`src/sv/tas_pkg.sv`:
```
`timescale 1ns / 1ps
// ----------------------------------------------------------------------------
// tas_pkg
// Shared types and constants of the three-axis slew-limited stage.
// ----------------------------------------------------------------------------
package tas_pkg;

  // axis count and coordinate format
  localparam int NUM_AXES    = 3;
  localparam int COORD_W     = 32;
  localparam int RATE_W      = 32;
  localparam int ELAPSED_W   = 20;
  localparam int PROD_W      = ELAPSED_W + RATE_W;
  localparam int FRAC_W      = 16;
  localparam int AXIS_X      = 0;
  localparam int AXIS_Y      = 1;
  localparam int AXIS_Z      = 2;

  // stream packing
  localparam int ACTION_W    = 2;
  localparam int IN_TDATA_W  = 120;
  localparam int OUT_TDATA_W = 200;

  // configuration register indexes
  localparam int CFG_IDX_W = 3;
  localparam logic [CFG_IDX_W-1:0] REG_RATE_LATERAL = 3'd0;
  localparam logic [CFG_IDX_W-1:0] REG_RATE_FOCUS   = 3'd1;
  localparam logic [CFG_IDX_W-1:0] REG_LIM_X_LOW    = 3'd2;
  localparam logic [CFG_IDX_W-1:0] REG_LIM_X_HIGH   = 3'd3;
  localparam logic [CFG_IDX_W-1:0] REG_LIM_Y_LOW    = 3'd4;
  localparam logic [CFG_IDX_W-1:0] REG_LIM_Y_HIGH   = 3'd5;
  localparam logic [CFG_IDX_W-1:0] REG_LIM_Z_LOW    = 3'd6;
  localparam logic [CFG_IDX_W-1:0] REG_LIM_Z_HIGH   = 3'd7;

  // reset values of the limit registers
  localparam logic signed [COORD_W-1:0] LIM_LOW_RST  = {1'b1, {(COORD_W-1){1'b0}}};
  localparam logic signed [COORD_W-1:0] LIM_HIGH_RST = {1'b0, {(COORD_W-1){1'b1}}};

  // request kinds
  typedef enum logic [ACTION_W-1:0] {
    ACT_TICK = 2'd0,
    ACT_MOVE = 2'd1,
    ACT_SET  = 2'd2,
    ACT_IDLE = 2'd3
  } action_t;

  // control shared by all lanes in the update stage
  typedef struct packed {
    logic    adv;
    action_t action;
  } lane_ctrl_t;

endpackage

```
`src/sv/tas_lane.sv`:
```
`timescale 1ns / 1ps
// ----------------------------------------------------------------------------
// tas_lane
// One axis: step allowance and target clamp in the first stage, then the
// position and target update in the second.
// ----------------------------------------------------------------------------
module tas_lane import tas_pkg::*; (
  input  logic                        clk,
  input  logic                        rst_n,
  input  logic                        load,
  input  lane_ctrl_t                  ctrl,
  input  logic [ELAPSED_W-1:0]        elapsed_us,
  input  logic [RATE_W-1:0]           rate,
  input  logic signed [COORD_W-1:0]   coord,
  input  logic signed [COORD_W-1:0]   lim_low,
  input  logic signed [COORD_W-1:0]   lim_high,
  output logic signed [COORD_W-1:0]   pos,
  output logic signed [COORD_W-1:0]   goal,
  output logic                        moved
);

  logic [PROD_W-1:0]          prod;
  logic [COORD_W-1:0]         step_nxt, step_r;
  logic signed [COORD_W-1:0]  clamp_nxt, clamp_r;
  logic signed [COORD_W-1:0]  coord_r;
  logic signed [COORD_W-1:0]  pos_r, pos_nxt;
  logic signed [COORD_W-1:0]  goal_r, goal_nxt;
  logic signed [COORD_W:0]    diff_pt, diff_tp;
  logic                       pos_above;
  logic [COORD_W-1:0]         span;

  // allowance: product with fraction dropped, saturated to 32 bits
  assign prod = PROD_W'(elapsed_us) * PROD_W'(rate);

  always_comb begin
    if (|prod[PROD_W-1:FRAC_W+COORD_W]) begin
      step_nxt = '1;
    end else begin
      step_nxt = prod[FRAC_W+COORD_W-1:FRAC_W];
    end
  end

  // target clamp, low bound tested first
  always_comb begin
    if (coord < lim_low) begin
      clamp_nxt = lim_low;
    end else if (coord > lim_high) begin
      clamp_nxt = lim_high;
    end else begin
      clamp_nxt = coord;
    end
  end

  // first stage registers
  always_ff @(posedge clk) begin
    if (load) begin
      step_r  <= step_nxt;
      clamp_r <= clamp_nxt;
      coord_r <= coord;
    end
  end

  // exact distance between position and target
  assign diff_pt   = {pos_r[COORD_W-1], pos_r} - {goal_r[COORD_W-1], goal_r};
  assign diff_tp   = {goal_r[COORD_W-1], goal_r} - {pos_r[COORD_W-1], pos_r};
  assign pos_above = pos_r > goal_r;
  assign span      = pos_above ? diff_pt[COORD_W-1:0] : diff_tp[COORD_W-1:0];

  // state update
  always_comb begin
    pos_nxt  = pos_r;
    goal_nxt = goal_r;
    unique case (ctrl.action)
      ACT_TICK: begin
        if (pos_r != goal_r) begin
          if (span < step_r) begin
            pos_nxt = goal_r;
          end else if (pos_above) begin
            pos_nxt = pos_r - $signed(step_r);
          end else begin
            pos_nxt = pos_r + $signed(step_r);
          end
        end
      end
      ACT_MOVE: begin
        goal_nxt = clamp_r;
      end
      ACT_SET: begin
        pos_nxt  = coord_r;
        goal_nxt = coord_r;
      end
      ACT_IDLE: begin
      end
      default: begin
      end
    endcase
  end

  always_ff @(posedge clk) begin
    if (!rst_n) begin
      pos_r  <= '0;
      goal_r <= '0;
    end else if (ctrl.adv) begin
      pos_r  <= pos_nxt;
      goal_r <= goal_nxt;
    end
  end

  assign pos   = pos_r;
  assign goal  = goal_r;
  assign moved = (ctrl.action == ACT_TICK) && (pos_r != goal_r);

endmodule

```
`config.mk`:
```
export PLATFORM = sky130hd
export DESIGN_NAME = tas_lane
export DESIGN_NICKNAME = d
export VERILOG_FILES = /design/src/sv/tas_pkg.sv /design/src/sv/tas_lane.sv
export SDC_FILE = /design/constraint.sdc
export NUM_CORES = 2
export LEC_CHECK = 0
export BUFFER_PORTS_ARGS = -buffer_cell sky130_fd_sc_hd__buf_2
export CORE_MARGIN = 4
export CORE_UTILIZATION = 65
export CTS_CLUSTER_SIZE = 30
export DETAILED_ROUTE_END_ITERATION = 12
export PLACE_DENSITY = 0.87
export SLEW_MARGIN = 20
export SYNTH_ARGS = -nofsm -noshare
export SYNTH_HDL_FRONTEND = slang
export SYNTH_SLANG_ARGS = --single-unit
```
`constraint.sdc`:
```
create_clock -name clk -period 13.9 [get_ports clk]
set_input_delay 0.695 -clock clk [delete_from_list [all_inputs] [get_ports clk]]
set_output_delay 0.695 -clock clk [all_outputs]
set_load 0.05 [all_outputs]
```
==> results.txt <==
----------------------------------------------------
[Outcome]
  Outcome ... finished, final reports clean

[Yosys]
  Most used DFF post-synth ... sky130_fd_sc_hd__edfxtp_1
  Number of nets in the synthesized netlist ... 5072
  Synthesis Warnings ... 0
  Synthesized instance count ... 4029
  Netlist cell types ... 83
  Flip-flop and latch count after synthesis ... 160
  Cell Area, Synth ... 34900 sq um
  Share of synthesized registers carrying an async set or reset ... 0
  Avg Synthesized Cell Area ... 8.67 sq um
  Count of flip-flops with a built-in enable after synthesis ... 96
  Post-synthesis sequential area ratio ... 0.119

[Global route]
  First-pass GRT wire length ... 162 mm
  Vias in the first global route ... 30700
  Initial antenna violation count ... 8
  Global router's overall resource usage ... 0.360
  Overflow left after global routing ... 0
  Maximum number of pins on one net before global-route repair ... 65

[Drt]
  Wire per inst ... 21.4 microns
  Number of optimization iterations in the first detailed-route pass ... 7
  Drc violations ... 0
  Final wirelength ... 103 mm
  Remaining antenna violation count ... 0
  DRC violation total after the first TritonRoute iteration ... 2750
  Via count of the routed design ... 29400
  Vias/cell ... 6.14

[Clocking]
  Total number of clock tree sinks ... 160
  Hold buffer count at cts ... 0
  Cts repair resizes ... 0
  Clk Latency, worst-skew pair ... 450 ps
  Clk Tree Root Cell ... sky130_fd_sc_hd__clkbuf_16
  Maximum level of the CTS H-tree ... 4
  Clock-pin slew of the registers on the worst-case setup and hold paths ... 70 ps
  Total setup buffers inserted after CTS ... 0
  Inserted Clock Buffers ... 17
  CTS tree ... built
  Buffers from clock root to sink, at most ... 2

[Floorplan]
  Io pins ... 219
  Standard-cell rows ... 84
  Die boundary height ... 240 microns
  Std-Cell Core Area ... 52900 sq um
  Area enclosed by the die boundary ... 57500 sq um
  Starting density of the core ... 0.660
  Die outline width ... 240 microns

[Flow run]
  Max capacitance violation total ... 0

[Cells and area]
  Core occupancy in the finished layout ... 0.695
  Final Net Count ... 5116
  Post-synthesis to final-layout area growth ... 5.26%
  Fraction of final layout cells with drive strength greater than 1 ... 0.0722

[Setup path]
  Critical path endpoint category ... flop
  Master of the slowest instance on the critical path ... sky130_fd_sc_hd__buf_2
  Top cell by count, worst path ... sky130_fd_sc_hd__fa_1
  R2R Path End ... pos[12]
  Critical path origin ... elapsed_us[11]
  Biggest cell delay along the critical path ... 660 ps
  Flop2flop setup slack ... 6340 ps
  Worst setup path end ... step_r[5]
  Kind of critical path ... in2reg
  Cells on worst reg2reg path ... 24
  Required time at the endpoint of the critical path ... 14070 ps
  Maximum fanout along the worst path ... 32
  Data arrival at the endpoint of the critical path ... 8310 ps
  Startpoint of the lowest-slack register-to-register path ... pos[22]
  Critical Path Start Type ... input port
  Cell-by-cell listing of the critical path ... buf_2, nand2_1, fa_1, inv_1, fa_1, fa_1, fa_1, fa_1, fa_1, inv_1, fa_1, inv_1, ha_1, a21o_1, a221o_1, o211ai_1, or4_1, a211oi_1, nor3_1, o21ai_1, nor3_1, o32a_4, nand2_1

[Min path]
  Min-Delay Path Class ... in2reg
  Instance count along the most critical hold path ... 1

[STA]
  Crit share post-route ... 0.586
  Slew Viols, Final ... 0
  Time the worst path needs with I/O delays and setup ... 8140 ps
  Worst-margin pin slew ... 1010 ps
  Clock skew after layout ... 15.1 ps
  Highest attainable clock frequency ... 123 MHz
  Number of failing hold endpoints at the final stage ... 0
  Hold Slack ... 497 ps
  Unrepaired setup endpoints after global routing ... false
  Setup-violating endpoint count in the final report ... 0
  Total Negative Setup Slacks ... 0 ps
  Worst relative slew slack ... 0.319

[Placement]
  Final HPWL DP ... 79.5 mm
  Final estimated routing congestion in global placement ... 0.983
  Buffers added on ports ... 218

----------------------------------------------------
## cell usage in the layout (no fill, tap or decap), types with 36 or more instances in the layout
| cell type | Yosys | layout |
|---|---|---|
| sky130_fd_sc_hd__buf_2 | 21 | 217 |
| sky130_fd_sc_hd__xnor2_1 | 83 | 83 |
| sky130_fd_sc_hd__mux2i_1 | 99 | 99 |
| sky130_fd_sc_hd__nor2_1 | 143 | 142 |
| sky130_fd_sc_hd__nand4_1 | 44 | 44 |
| sky130_fd_sc_hd__a21o_1 | 86 | 86 |
| sky130_fd_sc_hd__inv_1 | 761 | 761 |
| sky130_fd_sc_hd__nand2_1 | 518 | 518 |
| sky130_fd_sc_hd__o21ai_0 | 116 | 116 |
| sky130_fd_sc_hd__dfxtp_1 | 64 | 64 |
| sky130_fd_sc_hd__o211ai_1 | 36 | 36 |
| sky130_fd_sc_hd__edfxtp_1 | 96 | 96 |
| sky130_fd_sc_hd__and2_1 | 311 | 310 |
| sky130_fd_sc_hd__a211oi_1 | 41 | 41 |
| sky130_fd_sc_hd__fa_1 | 538 | 538 |
| sky130_fd_sc_hd__a21oi_1 | 165 | 165 |
| sky130_fd_sc_hd__ha_1 | 351 | 350 |
## kinds of logic (layout without fill, tap and decap cells)
kind of cell,count (synthesis),in the layout,share of synthesized area
AO/OA/AOI/OAI,645,645,0.123
XOR/XNOR,119,119,0.0302
adder cells (fa/ha/maj),889,889,0.434
buffers and inverters,967,1024,0.106
flip-flops,160,160,0.119
multiplexers,102,102,0.0295
other,0,8,0
AND/OR/NAND/NOR,1147,1147,0.158
## final cells by class
class	instances	area, sq um
Antenna cell	8	20.0
Clock buffer	17	425
Clock inverter	15	166
Fill cell	4019	16100
Inverter	762	2860
Multi-Input combinational cell	2902	27100
Sequential cell	160	4160
Tap cell	688	861
Timing Repair Buffer	230	1180
## per-stage QoR
| stage | area [sq um] | worst slack (ps) | std cells |
|---|---|---|---|
| CTS | 36700 | 5850 | 4774 |
| detailed placement | 36100 | 5380 | 4742 |
| global route | 36700 | 5340 | 4781 |
| floorplan | 34900 | 6580 | 4029 |
| finish | 36800 | 5760 | 4782 |
| global placement | 36100 | 5590 | 4742 |
## Yosys cell counts, types with 36 or more instances
library cell | count | area, sq um
sky130_fd_sc_hd__dfxtp_1 | 64 | 1280
sky130_fd_sc_hd__clkbuf_1 | 172 | 646
sky130_fd_sc_hd__edfxtp_1 | 96 | 2880
sky130_fd_sc_hd__inv_1 | 761 | 2860
sky130_fd_sc_hd__a21o_1 | 86 | 646
sky130_fd_sc_hd__nand4_1 | 44 | 275
sky130_fd_sc_hd__a21oi_1 | 165 | 826
sky130_fd_sc_hd__ha_1 | 351 | 4390
sky130_fd_sc_hd__a211oi_1 | 41 | 308
sky130_fd_sc_hd__o21ai_0 | 116 | 581
sky130_fd_sc_hd__fa_1 | 538 | 10800
sky130_fd_sc_hd__xnor2_1 | 83 | 727
sky130_fd_sc_hd__mux2i_1 | 99 | 991
sky130_fd_sc_hd__and2_1 | 311 | 1950
sky130_fd_sc_hd__o211ai_1 | 36 | 270
sky130_fd_sc_hd__nand2_1 | 518 | 1940
sky130_fd_sc_hd__nor2_1 | 143 | 537
## critical path, delay by kind of cell
kind                       cells  cell delay, ps
and+or+nand+nor                5            1340
buffers and inverters          4             830
adders and majority gates      8            3910
AOI/OAI and AO/OA              6            1500
## layer usage
layer | track usage | wire, microns | vias up
li1 | - | - | 13000
met1 | 0.466 | 38000 | 14100
met2 | 0.575 | 46800 | 1905
met3 | 0.0903 | 12800 | 364
met4 | 0.162 | 4960 | 0
met5 | 0 | 0 | -
## registers in the layout, summed over array words and instances (netlist names)
name	cells
clamp_r	32
coord_r	32
pos	32
step_r	32
goal	32
## worst min path at each step
stage,from,to
after floorplan,clamp_r[21],goal[21]
after global placement,clamp_r[30],goal[30]
after detailed placement,clamp_r[10],goal[10]
after CTS,coord[13],coord_r[13]
after global routing,coord[13],coord_r[13]
final,coord[23],coord_r[23]
Power is left out: the tool's default activity adds up to more than one toggle a clock period on the data nets, which glitch-free logic cannot reach.
